## src/rtl/vlw_pkg.sv

```systemverilog
// Package for the voxel line walker: field widths, default map sizes,
// axis codes and the request/response types of the shared divider.
// No dependencies.
package vlw_pkg;

  // Field widths of the input and result items.
  localparam int XY_W = 9;
  localparam int Z_W  = 6;

  // Default map geometry and run length.
  localparam int MAP_SIDE_DEF   = 512;
  localparam int MAP_HEIGHT_DEF = 64;
  localparam int MAX_VOXELS_DEF = 64;

  // Error increment of the major axis, as a shift and as a value.
  localparam int INC_MAJOR_SHIFT = 10;
  localparam int INC_MAJOR       = 1 << INC_MAJOR_SHIFT;

  // Numerator of the increment given to an axis that does not move.
  localparam int INC_NONE_NUM = 32'h3fff_ffff;

  // Absolute distances fit the widest coordinate field.
  localparam int DIST_W = XY_W;
  localparam int DVD_W  = DIST_W + INC_MAJOR_SHIFT;
  localparam int DIV_CNT_W = $clog2(DVD_W);

  typedef enum logic [1:0] {
    AXIS_X = 2'd0,
    AXIS_Y = 2'd1,
    AXIS_Z = 2'd2
  } axis_t;

  typedef struct packed {
    logic              start;
    logic [DVD_W-1:0]  dividend;
    logic [DIST_W-1:0] divisor;
  } div_req_t;

  typedef struct packed {
    logic             done;
    logic [DVD_W-1:0] quotient;
  } div_rsp_t;

endpackage

```

## src/rtl/vlw_line_if.sv

```systemverilog
// Input channel of the voxel line walker: one item is a start and an end voxel.
// Depends on vlw_pkg for the field widths.
interface vlw_line_if;
  logic                      valid;
  logic                      ready;
  logic [vlw_pkg::XY_W-1:0]  start_x;
  logic [vlw_pkg::XY_W-1:0]  start_y;
  logic [vlw_pkg::Z_W-1:0]   start_z;
  logic [vlw_pkg::XY_W-1:0]  end_x;
  logic [vlw_pkg::XY_W-1:0]  end_y;
  logic [vlw_pkg::Z_W-1:0]   end_z;

  modport source (output valid, start_x, start_y, start_z, end_x, end_y, end_z,
                  input ready);
  modport sink (input valid, start_x, start_y, start_z, end_x, end_y, end_z,
                output ready);
endinterface

```

## src/rtl/vlw_voxel_if.sv

```systemverilog
// Output channel of the voxel line walker: one item is one visited voxel.
// Depends on vlw_pkg for the field widths.
interface vlw_voxel_if;
  logic                      valid;
  logic                      ready;
  logic [vlw_pkg::XY_W-1:0]  vox_x;
  logic [vlw_pkg::XY_W-1:0]  vox_y;
  logic [vlw_pkg::Z_W-1:0]   vox_z;
  logic                      last;

  modport source (output valid, vox_x, vox_y, vox_z, last, input ready);
  modport sink (input valid, vox_x, vox_y, vox_z, last, output ready);
endinterface

```

## src/rtl/vlw_divider.sv

```systemverilog
// Restoring divider shared by the increment setup: one quotient bit a cycle.
// Depends on vlw_pkg for widths and the request/response structs.
module vlw_divider (
  input  logic              clk,
  input  logic              rst,
  input  vlw_pkg::div_req_t req,
  output vlw_pkg::div_rsp_t rsp
);

  logic                               busy;
  logic [vlw_pkg::DIV_CNT_W-1:0]      bit_cnt;
  logic [vlw_pkg::DIST_W-1:0]         rem;
  logic [vlw_pkg::DVD_W-1:0]          quo;
  logic [vlw_pkg::DIST_W-1:0]         dvs;
  logic                               done;
  logic [vlw_pkg::DIST_W:0]           rem_sh;
  logic [vlw_pkg::DIST_W:0]           rem_sub;
  logic                               fits;

  // The dividend shifts out of the top of quo while quotient bits shift in.
  always_comb begin
    rem_sh  = {rem, quo[vlw_pkg::DVD_W-1]};
    rem_sub = rem_sh - {1'b0, dvs};
    fits    = rem_sh >= {1'b0, dvs};
  end

  always_ff @(posedge clk) begin
    if (rst) begin
      busy    <= 1'b0;
      done    <= 1'b0;
      bit_cnt <= '0;
    end else begin
      done <= 1'b0;
      if (req.start) begin
        busy    <= 1'b1;
        bit_cnt <= '0;
        rem     <= '0;
        quo     <= req.dividend;
        dvs     <= req.divisor;
      end else if (busy) begin
        rem <= fits ? rem_sub[vlw_pkg::DIST_W-1:0] : rem_sh[vlw_pkg::DIST_W-1:0];
        quo <= {quo[vlw_pkg::DVD_W-2:0], fits};
        if (bit_cnt == vlw_pkg::DIV_CNT_W'(vlw_pkg::DVD_W - 1)) begin
          busy <= 1'b0;
          done <= 1'b1;
        end else begin
          bit_cnt <= bit_cnt + 1'b1;
        end
      end
    end
  end

  assign rsp.done     = done;
  assign rsp.quotient = quo;

endmodule

```

## src/rtl/voxel_line_walker.sv

```systemverilog
// Voxel line walker: walks a 3D line between two voxels and emits each voxel.
// Uses vlw_pkg, vlw_line_if, vlw_voxel_if and vlw_divider.
//
// The line channel takes one item, a start and an end voxel; endpoints beyond
// the map are limited to its edge. The voxel channel then gives one item per
// visited voxel, the start voxel first, and marks the final one with last.
// A run ends at the end voxel, after MAX_VOXELS items, or where the next step
// would leave the map.
//
// line.ready is high only while the block is idle. After an item is taken,
// setup chooses the major axis, then gets two quotients from the shared
// one-bit-a-cycle divider (an axis of zero distance skips its division), then
// loads the error counters. Each voxel is then offered for one cycle at best.
// The voxel payload comes straight from the walk registers, and a stall on
// the voxel channel simply holds the walk. Synchronous reset returns the
// block to idle with no voxel pending.
module voxel_line_walker #(
  parameter int MAP_SIDE   = vlw_pkg::MAP_SIDE_DEF,
  parameter int MAP_HEIGHT = vlw_pkg::MAP_HEIGHT_DEF,
  parameter int MAX_VOXELS = vlw_pkg::MAX_VOXELS_DEF
) (
  input logic        clk,
  input logic        rst,
  vlw_line_if.sink   line,
  vlw_voxel_if.source voxel
);

  localparam int INC_NONE   = vlw_pkg::INC_NONE_NUM / MAP_SIDE;
  localparam int INC_NONE_W = $clog2(INC_NONE + 1);
  localparam int INC_W      = (INC_NONE_W > vlw_pkg::DVD_W) ? INC_NONE_W : vlw_pkg::DVD_W;
  localparam int CNT_W      = INC_W + $clog2(MAX_VOXELS) + 1;
  localparam int CUR_W      = $clog2(MAP_SIDE + MAP_HEIGHT + MAX_VOXELS) + 1;
  localparam int EMIT_W     = $clog2(MAX_VOXELS);

  typedef enum logic [2:0] {
    S_IDLE,
    S_MAJOR,
    S_DIV_GO,
    S_DIV_WAIT,
    S_INIT,
    S_WALK
  } state_t;

  typedef logic signed [CUR_W-1:0] coord_t;

  state_t                      state;
  coord_t                      cur [3];
  coord_t                      tgt [3];
  logic                        neg [3];
  logic [vlw_pkg::DIST_W-1:0]  adist [3];
  logic [INC_W-1:0]            inc [3];
  logic [CNT_W-1:0]            err [3];
  vlw_pkg::axis_t              major;
  logic                        minor_sel;
  logic [EMIT_W-1:0]           emitted;

  vlw_pkg::div_req_t           div_req;
  vlw_pkg::div_rsp_t           div_rsp;

  coord_t                      in_start [3];
  coord_t                      in_end [3];
  coord_t                      in_dist [3];
  vlw_pkg::axis_t              minor_ax;
  vlw_pkg::axis_t              step_ax;
  coord_t                      step_next;
  logic                        at_end;
  logic                        off_map;
  logic                        run_last;
  logic [INC_W-1:0]            half_inc [3];

  function automatic coord_t clamp_coord(input logic [vlw_pkg::XY_W-1:0] v,
                                         input int limit);
    if (int'(v) > limit - 1) begin
      return CUR_W'(limit - 1);
    end
    return CUR_W'(v);
  endfunction

  vlw_divider u_div (
    .clk (clk),
    .rst (rst),
    .req (div_req),
    .rsp (div_rsp)
  );

  // Limited endpoints and signed distances of the item on the line channel.
  always_comb begin
    in_start[0] = clamp_coord(line.start_x, MAP_SIDE);
    in_start[1] = clamp_coord(line.start_y, MAP_SIDE);
    in_start[2] = clamp_coord(vlw_pkg::XY_W'(line.start_z), MAP_HEIGHT);
    in_end[0]   = clamp_coord(line.end_x, MAP_SIDE);
    in_end[1]   = clamp_coord(line.end_y, MAP_SIDE);
    in_end[2]   = clamp_coord(vlw_pkg::XY_W'(line.end_z), MAP_HEIGHT);
    for (int k = 0; k < 3; k++) begin
      in_dist[k] = in_end[k] - in_start[k];
    end
  end

  // The two minor axes are handled in axis order.
  always_comb begin
    if (!minor_sel) begin
      minor_ax = (major == vlw_pkg::AXIS_X) ? vlw_pkg::AXIS_Y : vlw_pkg::AXIS_X;
    end else begin
      minor_ax = (major == vlw_pkg::AXIS_Z) ? vlw_pkg::AXIS_Y : vlw_pkg::AXIS_Z;
    end
    for (int k = 0; k < 3; k++) begin
      half_inc[k] = inc[k] >> 1;
    end
  end

  // Step decision: z wins ties against both others, then x only if strictly below y.
  always_comb begin
    if (err[2] <= err[0] && err[2] <= err[1]) begin
      step_ax = vlw_pkg::AXIS_Z;
    end else if (err[0] < err[1]) begin
      step_ax = vlw_pkg::AXIS_X;
    end else begin
      step_ax = vlw_pkg::AXIS_Y;
    end
    step_next = neg[step_ax] ? cur[step_ax] - coord_t'(1) : cur[step_ax] + coord_t'(1);
    if (step_ax == vlw_pkg::AXIS_Z) begin
      off_map = (step_next < 0) || (step_next >= coord_t'(MAP_HEIGHT));
    end else begin
      off_map = (step_next < 0) || (step_next >= coord_t'(MAP_SIDE));
    end
    at_end   = (cur[0] == tgt[0]) && (cur[1] == tgt[1]) && (cur[2] == tgt[2]);
    run_last = (emitted == EMIT_W'(MAX_VOXELS - 1)) || at_end || off_map;
  end

  always_comb begin
    div_req.start    = (state == S_DIV_GO) && (adist[minor_ax] != '0);
    div_req.dividend = {adist[major], {vlw_pkg::INC_MAJOR_SHIFT{1'b0}}};
    div_req.divisor  = adist[minor_ax];
  end

  always_ff @(posedge clk) begin
    if (rst) begin
      state     <= S_IDLE;
      minor_sel <= 1'b0;
      emitted   <= '0;
    end else begin
      unique case (state)
        S_IDLE: begin
          if (line.valid) begin
            for (int k = 0; k < 3; k++) begin
              cur[k]   <= in_start[k];
              tgt[k]   <= in_end[k];
              neg[k]   <= in_dist[k] < 0;
              adist[k] <= vlw_pkg::DIST_W'((in_dist[k] < 0) ? -in_dist[k] : in_dist[k]);
            end
            state <= S_MAJOR;
          end
        end
        S_MAJOR: begin
          minor_sel <= 1'b0;
          if (adist[0] >= adist[1] && adist[0] >= adist[2]) begin
            major  <= vlw_pkg::AXIS_X;
            inc[0] <= INC_W'(vlw_pkg::INC_MAJOR);
          end else if (adist[1] >= adist[2]) begin
            major  <= vlw_pkg::AXIS_Y;
            inc[1] <= INC_W'(vlw_pkg::INC_MAJOR);
          end else begin
            major  <= vlw_pkg::AXIS_Z;
            inc[2] <= INC_W'(vlw_pkg::INC_MAJOR);
          end
          state <= S_DIV_GO;
        end
        S_DIV_GO: begin
          if (adist[minor_ax] == '0) begin
            inc[minor_ax] <= INC_W'(INC_NONE);
            minor_sel     <= 1'b1;
            state         <= minor_sel ? S_INIT : S_DIV_GO;
          end else begin
            state <= S_DIV_WAIT;
          end
        end
        S_DIV_WAIT: begin
          if (div_rsp.done) begin
            inc[minor_ax] <= INC_W'(div_rsp.quotient);
            minor_sel     <= 1'b1;
            state         <= minor_sel ? S_INIT : S_DIV_GO;
          end
        end
        S_INIT: begin
          for (int k = 0; k < 3; k++) begin
            err[k] <= neg[k] ? CNT_W'(half_inc[k]) : CNT_W'(inc[k] - half_inc[k]);
          end
          emitted <= '0;
          state   <= S_WALK;
        end
        S_WALK: begin
          if (voxel.ready) begin
            if (run_last) begin
              state <= S_IDLE;
            end else begin
              cur[step_ax] <= step_next;
              err[step_ax] <= err[step_ax] + CNT_W'(inc[step_ax]);
              emitted      <= emitted + 1'b1;
            end
          end
        end
        default: state <= S_IDLE;
      endcase
    end
  end

  assign line.ready  = (state == S_IDLE);
  assign voxel.valid = (state == S_WALK);
  assign voxel.vox_x = vlw_pkg::XY_W'(cur[0]);
  assign voxel.vox_y = vlw_pkg::XY_W'(cur[1]);
  assign voxel.vox_z = vlw_pkg::Z_W'(cur[2]);
  assign voxel.last  = run_last;

endmodule

```

## src/flat_wrapper.sv

```systemverilog
// flat-port wrapper written by rule: the top's interface ports become plain ports
module voxel_line_walker_flat 
#(
  parameter int MAP_SIDE   = vlw_pkg::MAP_SIDE_DEF,
  parameter int MAP_HEIGHT = vlw_pkg::MAP_HEIGHT_DEF,
  parameter int MAX_VOXELS = vlw_pkg::MAX_VOXELS_DEF
)
  (clk, rst, line_valid, line_start_x, line_start_y, line_start_z, line_end_x, line_end_y, line_end_z, line_ready, voxel_valid, voxel_vox_x, voxel_vox_y, voxel_vox_z, voxel_last, voxel_ready);
  vlw_line_if line_i ();
  vlw_voxel_if voxel_i ();
  input logic clk;
  input logic rst;
  input wire logic [$bits(line_i.valid)-1:0] line_valid;
  input wire logic [$bits(line_i.start_x)-1:0] line_start_x;
  input wire logic [$bits(line_i.start_y)-1:0] line_start_y;
  input wire logic [$bits(line_i.start_z)-1:0] line_start_z;
  input wire logic [$bits(line_i.end_x)-1:0] line_end_x;
  input wire logic [$bits(line_i.end_y)-1:0] line_end_y;
  input wire logic [$bits(line_i.end_z)-1:0] line_end_z;
  output wire logic [$bits(line_i.ready)-1:0] line_ready;
  output wire logic [$bits(voxel_i.valid)-1:0] voxel_valid;
  output wire logic [$bits(voxel_i.vox_x)-1:0] voxel_vox_x;
  output wire logic [$bits(voxel_i.vox_y)-1:0] voxel_vox_y;
  output wire logic [$bits(voxel_i.vox_z)-1:0] voxel_vox_z;
  output wire logic [$bits(voxel_i.last)-1:0] voxel_last;
  input wire logic [$bits(voxel_i.ready)-1:0] voxel_ready;
  assign line_i.valid = line_valid;
  assign line_i.start_x = line_start_x;
  assign line_i.start_y = line_start_y;
  assign line_i.start_z = line_start_z;
  assign line_i.end_x = line_end_x;
  assign line_i.end_y = line_end_y;
  assign line_i.end_z = line_end_z;
  assign line_ready = line_i.ready;
  assign voxel_valid = voxel_i.valid;
  assign voxel_vox_x = voxel_i.vox_x;
  assign voxel_vox_y = voxel_i.vox_y;
  assign voxel_vox_z = voxel_i.vox_z;
  assign voxel_last = voxel_i.last;
  assign voxel_i.ready = voxel_ready;
  voxel_line_walker #(.MAP_SIDE(MAP_SIDE), .MAP_HEIGHT(MAP_HEIGHT), .MAX_VOXELS(MAX_VOXELS)) u_core (.clk(clk), .rst(rst), .line(line_i), .voxel(voxel_i));
endmodule
```

## config.mk

```make
export PLATFORM = sky130hd
export DESIGN_NAME = voxel_line_walker_flat
export DESIGN_NICKNAME = d
export VERILOG_FILES = /design/src/rtl/vlw_pkg.sv /design/src/rtl/vlw_line_if.sv /design/src/rtl/vlw_voxel_if.sv /design/src/rtl/vlw_divider.sv /design/src/rtl/voxel_line_walker.sv /design/src/flat_wrapper.sv
export SDC_FILE = /design/constraint.sdc
export NUM_CORES = 1
export LEC_CHECK = 0
export ABC_AREA = 1
export BUFFER_PORTS_ARGS = -buffer_cell sky130_fd_sc_hd__buf_4
export CORE_UTILIZATION = 50
export DETAILED_ROUTE_END_ITERATION = 10
export HOLD_SLACK_MARGIN = 0.08
export PLACE_DENSITY_LB_ADDON = 0.3
export SLEW_MARGIN = 10
export SYNTH_ARGS = -nofsm -noshare
export SYNTH_HDL_FRONTEND = slang
export SYNTH_SLANG_ARGS = --single-unit
export TNS_END_PERCENT = 100
```

## constraint.sdc

```tcl
create_clock -name clk -period 13 [get_ports clk]
set_input_delay 1.3 -clock clk [delete_from_list [all_inputs] [get_ports clk]]
set_output_delay 1.3 -clock clk [all_outputs]
set_load 0.01 [all_outputs]
```

# == Word-level counts from Yosys, hierarchy flattened ==
# Memory sizes are Yosys's and may differ from the RTL's. A register that Yosys moved wholly into a read port is not among the register bits.
# Cells that the tools add are included.
# totals
regBits,56
latchBits,0
mem_bits_rw,237
romBits,0
out_inout_bits,27
elab_cells,184
n_memories,6
# memory_table
name,words,word_bits,read_ports,rd_ports_with_merged_regs,write_ports,line,source
u_core.err,3,28,4,0,3,voxel_line_walker.sv:52,logic [CNT_W-1:0] err [3];
u_core.inc,3,21,4,0,1,voxel_line_walker.sv:51,logic [INC_W-1:0] inc [3];
u_core.cur,3,11,4,0,3,voxel_line_walker.sv:47,coord_t cur [3];
u_core.adist,3,9,5,1,3,voxel_line_walker.sv:50,logic [vlw_pkg::DIST_W-1:0] adist [3];
u_core.tgt,3,9,3,0,3,voxel_line_walker.sv:48,coord_t tgt [3];
u_core.neg,3,1,4,0,3,voxel_line_walker.sv:49,logic neg [3];
# op_classes
n_addsub,15
n_mul,0
n_div,0
magnitude_cmp,13
n_eq_ne,18
n_shift,0
n_mux,87
bitwise,4
reduce_logical,30
# ops
cell,count
two-way mux 28 bit,4
two-way mux 21 bit,4
subtractor 21 x 20 -> 22 bit,3
OR reduction 21 bit,3
less-or-equal comparator 28 bit,2
two-way mux 1 bit,48
two-way mux 9 bit,5
two-way mux 19 bit,2
equality test 11 bit,3
adder 28 x 21 -> 28 bit,1
< comparator 28 bit,1
OR reduction 28 bit,1
greater-or-equal comparator 9 bit,3
two-way mux 11 bit,2
two-way mux 2 bit,11
"< comparator 10 x 1 -> 1 bit, second input constant",2
subtractor 9 x 9 -> 10 bit,2
two-way mux 3 bit,6
negator 9 bit,2
one-hot mux 3 bit (6 select lines),1
two-way mux 6 bit,2
one-hot mux 6 bit (2 select lines),1
"adder 11 x 2 -> 11 bit, second input constant",1
"greater-or-equal comparator 11 bit, second input constant",1
35 further kinds,56

# == Depth between registers and ports, before layout ==
# Gate-level depths: netlist of the first run.
# An unclocked memory read counts as a cell.
# depth
word_depth,18
mapped_depth,40
depth_no_buf,36

# == Modules after synthesis ==
# From an unflattened synthesis of the first run, not the netlist that was laid out.
# unflattened
cells_unflattened,2801
hier_area_um2,22566.6
# modules_own_cells
module,n_inst,cells_each,area_each_um2,seq_area_each_um2
voxel_line_walker,1,2527,20214.4,7236.9
vlw_divider,1,274,2352.3,1251.2

# == Worst setup path before layout of the first run ==
# OpenSTA, ideal clock, no wires.
# synth_path
path_type,register -> register
from,memory u_core.err[2][27] (netlist bit)
to,memory u_core.err[1][0] (netlist bit) (enable)
setup_ns,0.385
arrival_time_ns,5.208
setup_slack_ns,7.407
path_stages_with_launch,35
period_less_slack_ns,5.593
path_cell_list,edfxtp_1 > ha_1 > nand2_1 > nor2_2 > nand2_1 > nor3_2 > nand3_1 > nand2_2 > nand2_8 > buf_6 > nand2_2 > clkbuf_1 > clkbuf_1 > o22ai_1 > a21oi_1 > ha_1 > a21oi_1 > nand2_1 > nand3_1 > nand2_1 > a21oi_1 > o21bai_1 > nand2_1 > nand2_1 > a21oi_1 > inv_1 > nand3_1 > nand3_1 > nor2_4 > nand4_4 > nor2_4 > buf_8 > nand2_4 > buf_6 > nand2_1
# synth_rtl
item,line
start: declaration,voxel_line_walker.sv:52

==> results of run 1 <==
[final timing paths]
kind              slack, ns                           end                    startpoint
hold / removal         0.48  u_core.u_div.done$_SDFF_PP0_  u_core.u_div.busy$_SDFF_PP0_
setup / recovery       5.69    u_core.err[2][5]$_DFFE_PP_   u_core.err[2][11]$_DFFE_PP_
hold reg to reg        0.48  u_core.u_div.done$_SDFF_PP0_  u_core.u_div.busy$_SDFF_PP0_
setup reg to reg       5.69    u_core.err[2][5]$_DFFE_PP_   u_core.err[2][11]$_DFFE_PP_
[final cells by class]
| class | instances | share of cell area |
|---|---|---|
| sequential | 289 | 0.353 |
| inverter | 340 | 0.0532 |
| clock buffer | 39 | 0.0379 |
| tap | 585 | 0.0304 |
| multi-input combinational | 1978 | 0.487 |
| timing repair buffer | 89 | 0.0278 |
| clock inverter | 24 | 0.0105 |
[state kept, by name (all words and copies together), names as in the netlist, named ones only]
name                  cells
u_core.err               84
u_core.u_div.rem          9
u_core.u_div.quo         19
u_core.u_div.busy         1
u_core.tgt               24
u_core.u_div.done         1
u_core.adist             27
u_core.cur               33
u_core.neg                3
u_core.u_div.bit_cnt      5
u_core.minor_sel          1
u_core.u_div.dvs          9
u_core.state              3
u_core.major              2
u_core.inc               60
u_core.emitted            6
[metrics by stage]
stage / cells / hold WS [ns] / total power (W)
final: 3344 / 0.478 / 0.00432
after global routing: 3344 / 0.530 / 0.00461
after CTS: 3344 / 0.482 / 0.00430
after detailed placement: 3281 / 0.470 / 0.00331
after global placement: 3281 / 0.460 / 0.00326
after floorplan: 2710 / 0.441 / 0.00278
[cell usage in the layout (no fill, tap or decap), types with 9 or more instances in the layout]
master / count
nor3_1: 26
nor2_1: 209
ha_1: 236
buf_4: 89
xnor2_1: 48
xor2_1: 92
fa_1: 9
a21o_1: 11
inv_1: 331
nand2_1: 625
nand2_2: 9
o21ai_0: 133
a21oi_1: 204
edfxtp_1: 270
nand4_1: 14
nand3_1: 189
dfxtp_1: 19
clkbuf_16: 35
conb_1: 11
o22ai_1: 60
[tightest hold or removal path, stage by stage, from the launching register on]
cell,delay (ns)
dfxtp_1,0.31
nand3_1,0.08
nor2_1,0.04
[power groups by stage]
| stage | registers [W] | logic [W] | clock network [W] |
|---|---|---|---|
| after floorplan | 0.00131 | 0.00148 | 0 |
| after global placement | 0.00137 | 0.00189 | 0 |
| after detailed placement | 0.00137 | 0.00194 | 0 |
| after CTS | 0.00135 | 0.00195 | 0.000990 |
| after global routing | 0.00137 | 0.00221 | 0.00102 |
| final | 0.00136 | 0.00198 | 0.000976 |
[logic make-up after synthesis]
logic type                 Yosys count  share of synthesized area
AOI/OAI and AO/OA                  473                      0.120
xor gates and xnor gates           140                     0.0556
adders and majority gates          245                      0.142
buffers and inverters              443                     0.0858
DFF                                289                      0.385
other                                1                   0.000170
and+or+nand+nor                   1109                      0.212
[metal layers]
metal | share of wire | vias up
li1 | - | 9175
met1 | 0.46 | 8670
met2 | 0.44 | 611
met3 | 0.080 | 82
met4 | 0.021 | 2
met5 | 0.00029 | -
==> out/qor.csv, run 1 <==
stage,metric,value,unit
status,outcome,completed,
finish,Fill cells,3901,
place,Placed Area,22900,sq um
min_path,worst hold path class,flop to flop,
sta,min Tclk post-route,7.31,ns
drt,Total Wirelength,58600,um
setup_path,CP max-delay cell,nand2_1,
grt,met2 usage,0.401,
synth,synthesis warning total,0,
power_and_ir_drop,Leak,11.2,nW
power_and_ir_drop,P_sw,0.00185,W
setup_path,CP Depth,31,
sta,setup violators final,0,
sta,Slew HR,0.241,
clock_network,clock tree buffer depth,3,
grt,gr ovfl total,0,
sta,clock skew,0.0402,ns
sta,Final period util,0.562,
setup_path,reg2reg path depth,31,
place,Setup WS pre-CTS,5.71,ns
setup_path,data arrival time of the critical path,7.49,ns
synth,"EDFF count, synth",270,
grt,number of global-route vias before repair,17441,
place,Port Buffers,78,
run,max cap viols,0,
power_and_ir_drop,PwrDens,179,nW/um^2
die,die area,45000,sq um
drt,DRT iter0 DRCs,1519,
power_and_ir_drop,internal power,0.00247,W
finish,flip-flop and latch area,8490,sq um
synth,mapped cell area,22100,sq um
clock_network,Clock Latency Late Sink,0.56,ns
finish,share of cells above drive strength 1,0.0678,
clock_network,Root Driver,clkbuf_16,
sta,unrepaired setup endpoints after global routing,false,
grt,met1 usage,0.373,
drt,drt pass-1 iters,6,
sta,Final Hold Fails,0,
synth,Gate Count Post-Synth,2700,
synth,commonest cells in the netlist,"nand2_1, inv_1, edfxtp_1, ha_1, nor2_1",
sta,TNS Setup,0,ns
setup_path,crit end category,flop,
sta,fin. max-slew vios,0,
die,num rows,76,
finish,final net count,3030,
clock_network,clock-pin slew on the worst setup and hold paths,0.06,ns
clock_network,clock tree sinks,289,
finish,# diodes,0,
finish,Post-Layout Inst Area,24100,sq um
grt,busiest grt layer,met2,
place,Routability Congestion,0.989,
synth,Yosys top cell by area,edfxtp_1,
power_and_ir_drop,sequential power share,0.315,
drt,Vias/cell,5.54,
clock_network,CTS tree,built,
grt,global-route wire length before repair,91400,um
sta,Fmax,137,MHz
setup_path,crit-path max cell delay,0.79,ns
clock_network,CTS H-tree depth,2,
setup_path,crit path kind,flop to flop,
grt,met3 Resource Use GR,0.0538,
grt,initial antenna violation count,1,
finish,multi-input logic area,11700,sq um
die,total core area,43300,sq um
clock_network,hold-fix buffers at CTS,0,
setup_path,cell mode on critical path,nand2_1,
die,IO Pins,79,
power_and_ir_drop,logic gate share of total power,0.459,
die,Initial Utilization,0.510,
power_and_ir_drop,sw frac,0.429,
drt,DRC viols,0,
power_and_ir_drop,clock power share,0.226,
drt,Final ANT Viol Nets,0,
synth,top-count cell post-synth,nand2_1,
sta,post-route setup slack,5.69,ns
setup_path,CP Launch Type,flop,
drt,Routed WL per cell,17.5,um
setup_path,CP max FO,63,
finish,Final Core Density,0.556,
setup_path,Buf/Inv on CP,4,
clock_network,post-CTS resize count,0,
grt,Total GRT Usage,0.261,
grt,largest net degree at the start of global routing,93,
synth,"Distinct cells, synth",57,
min_path,Hold Path Cell Cnt,2,
synth,top-area cell type share of the netlist area,0.367,
setup_path,Worst EP required,13.18,ns
synth,Avg Inst Size Synth,8.17,sq um
setup_path,Top delay family on crit path,simple AND/OR/NAND/NOR gates,
synth,sequential area share after synthesis,0.385,
die,die height,212,um
place,detailed placement HPWL,45800,um
drt,via count,18540,
clock_network,Num CTS Buffers,35,
clock_network,setup bufs post-CTS,0,
power_and_ir_drop,maximum VDD drop,0.125,mV
die,die width,212,um
finish,area grow syn2layout,9.02,%
synth,ranking of synthesized cells by area,"edfxtp_1, ha_1, nand2_1",
synth,Post-synth ARST share,0,
synth,Synth Register Bits,289,
synth,"Top FF cell, synth",edfxtp_1,
sta,worst-margin pin slew,1.14,ns
(Power assumes the default switching activity.)
==> run 2: changes to the inputs <==
- clock period: 13 -> 5.95 ns (I/O delays scaled with it)
==> run 2 against run 1 <==
Compared with the run above:
- maximum frequency is 29% higher
- clock power is 110% higher
- final cell count grew 0.45%
- worst setup slack lost 5.4 ns
- critical endpoint is now u_core.err[0][3]$_DFFE_PP_
- global-route usage about the same
- non-clock buffer count up 21
- largest cell class unchanged
- sequential share of layout area down 0.38 points
- critical path depth grew 3
- cell area increased by 1.1%
- via count rose by 0.50%
==> out/qor.csv, run 2 (synthesis gave the netlist of run 1 again) <==
stage,metric,value,unit
status,outcome,completed,
min_path,worst hold path class,primary input to flop,
finish,Biggest register,u_core.err,
drt,Total Wirelength,59400,um
sta,clock skew,0.0386,ns
finish,biggest regs,"u_core.err (84), u_core.inc (60), u_core.cur (33)",
setup_path,data arrival time of the critical path,5.92,ns
setup_path,Worst R2R End,u_core.err[0][3]$_DFFE_PP_,
grt,global-route wire length before repair,92800,um
setup_path,CP Launch Type,flop,
die,total core area,43300,sq um
finish,share of cells above drive strength 1,0.0768,
die,IO Pins,79,
setup_path,FF-to-FF Start,u_core.err[2][23]$_DFFE_PP_,
sta,Final Hold Fails,0,
setup_path,CP max-delay cell,edfxtp_1,
clock_network,clock tree buffer depth,3,
sta,Final period util,0.949,
finish,"commonest non-fill, non-tap cell in the layout",nand2_1,
drt,Final ANT Viol Nets,0,
finish,Post-Layout Inst Area,24300,sq um
place,detailed placement HPWL,46900,um
die,die width,212,um
finish,max reg flops,84,
setup_path,crit path from,u_core.err[2][23]$_DFFE_PP_,
sta,fin. max-slew vios,0,
clock_network,Root Driver,clkbuf_16,
sta,worst-margin pin slew,1.10,ns
die,Initial Utilization,0.510,
finish,most frequent cells in the layout,"nand2_1, inv_1, edfxtp_1",
grt,Total GRT Usage,0.261,
power_and_ir_drop,maximum VDD drop,0.293,mV
drt,DRC viols,0,
clock_network,clock-pin slew on the worst setup and hold paths,0.07,ns
place,Port Buffers,78,
finish,final net count,3047,
grt,number of global-route vias before repair,17643,
finish,non-filler cells in the finished layout,3359,
finish,# diodes,0,
power_and_ir_drop,Leak,11.3,nW
setup_path,crit-path max cell delay,0.46,ns
setup_path,cell mode on critical path,nand2_1,
sta,Min Hold Slack,0.187,ns
die,die height,212,um
power_and_ir_drop,PwrDens,391,nW/um^2
setup_path,crit path to,u_core.err[0][3]$_DFFE_PP_,
clock_network,Clock Latency Late Sink,0.59,ns
setup_path,crit path kind,flop to flop,
setup_path,reg2reg path depth,34,
place,Routability Congestion,1.02,
drt,drt pass-1 iters,5,
die,num rows,76,
grt,gr ovfl total,0,
grt,initial antenna violation count,0,
clock_network,CTS tree,built,
sta,Slew HR,0.262,
drt,Vias/cell,5.55,
sta,setup violators final,0,
grt,largest net degree at the start of global routing,85,
clock_network,clock tree sinks,289,
clock_network,Num CTS Buffers,30,
setup_path,crit end category,flop,
drt,via count,18633,
place,Placed Area,23000,sq um
sta,min Tclk post-route,5.65,ns
finish,area grow syn2layout,10.2,%
setup_path,Worst EP required,6.22,ns
setup_path,flop2flop setup slack,0.30,ns
die,die area,45000,sq um
place,dpl cells,3299,
sta,Fmax,177,MHz
clock_network,CTS H-tree depth,1,
finish,Final Core Density,0.562,
sta,unrepaired setup endpoints after global routing,true,
drt,DRT iter0 DRCs,1483,
setup_path,CP max FO,33,
run,max cap viols,0,
drt,Routed WL per cell,17.7,um
## run 2: timing repair
item | 4_1_cts | 5_1_grt
buffers inserted | 0 | 2
gates resized for setup | 0 | 37
endpoints found under the setup margin | 0 | 201
hold buffers | 0 | 0
## run 2: worst min path at each step
stage / from / to / slack (ns) / cells past startpoint
after floorplan: u_core.u_div.busy$_SDFF_PP0_ / u_core.u_div.done$_SDFF_PP0_ / 0.44 / 2
after global placement: u_core.emitted[4]$_SDFFE_PP0P_ / u_core.emitted[4]$_SDFFE_PP0P_ / 0.49 / 2
after detailed placement: u_core.u_div.busy$_SDFF_PP0_ / u_core.u_div.done$_SDFF_PP0_ / 0.50 / 2
after CTS: line_end_x[0] / u_core.tgt[0][0]$_DFFE_PP_ / 0.17 / 1
after global routing: line_end_x[3] / u_core.tgt[0][3]$_DFFE_PP_ / 0.18 / 1
final: line_end_x[0] / u_core.tgt[0][0]$_DFFE_PP_ / 0.19 / 1
## run 2: stage by stage
step                      total power (W)  setup TNS, ns  worst slack [ns]
after floorplan                   0.00608              0             0.357
after global placement            0.00718              0             0.213
after detailed placement          0.00729              0            0.0526
after CTS                         0.00935              0            0.0208
after global routing               0.0101         -0.291           -0.0147
final                             0.00950              0             0.302
## run 2: report_power, final
part | switching, W | internal, W
clock | 0.000836 | 0.00122
sequential | 0.000272 | 0.00267
combinational | 0.00297 | 0.00153
total | 0.00408 | 0.00542
## run 2: routing by layer
metal  track usage  part of all wire  up-vias
li1              -                 -     9199
met1         0.356              0.43     8707
met2         0.440              0.47      650
met3        0.0359             0.077       77
met4        0.0552             0.020        0
met5             0                 0        -
## run 2: layout make-up
cell class	instances	area, sq um
clock buffer	32	778
clock inverter	24	307
fill	3866	18900
inverter	340	1290
multi-input combinational	1979	11800
sequential	289	8490
tap	585	732
timing repair buffer	110	897
## run 2: critical path: cells and delay by family (launching register included)
kind | cells | cell delay, ns
buffers and inverters | 3 | 0.39
and+or+nand+nor | 23 | 2.91
adders and majority gates | 2 | 0.68
AOI/OAI and AO/OA | 6 | 0.84
DFF | 1 | 0.46
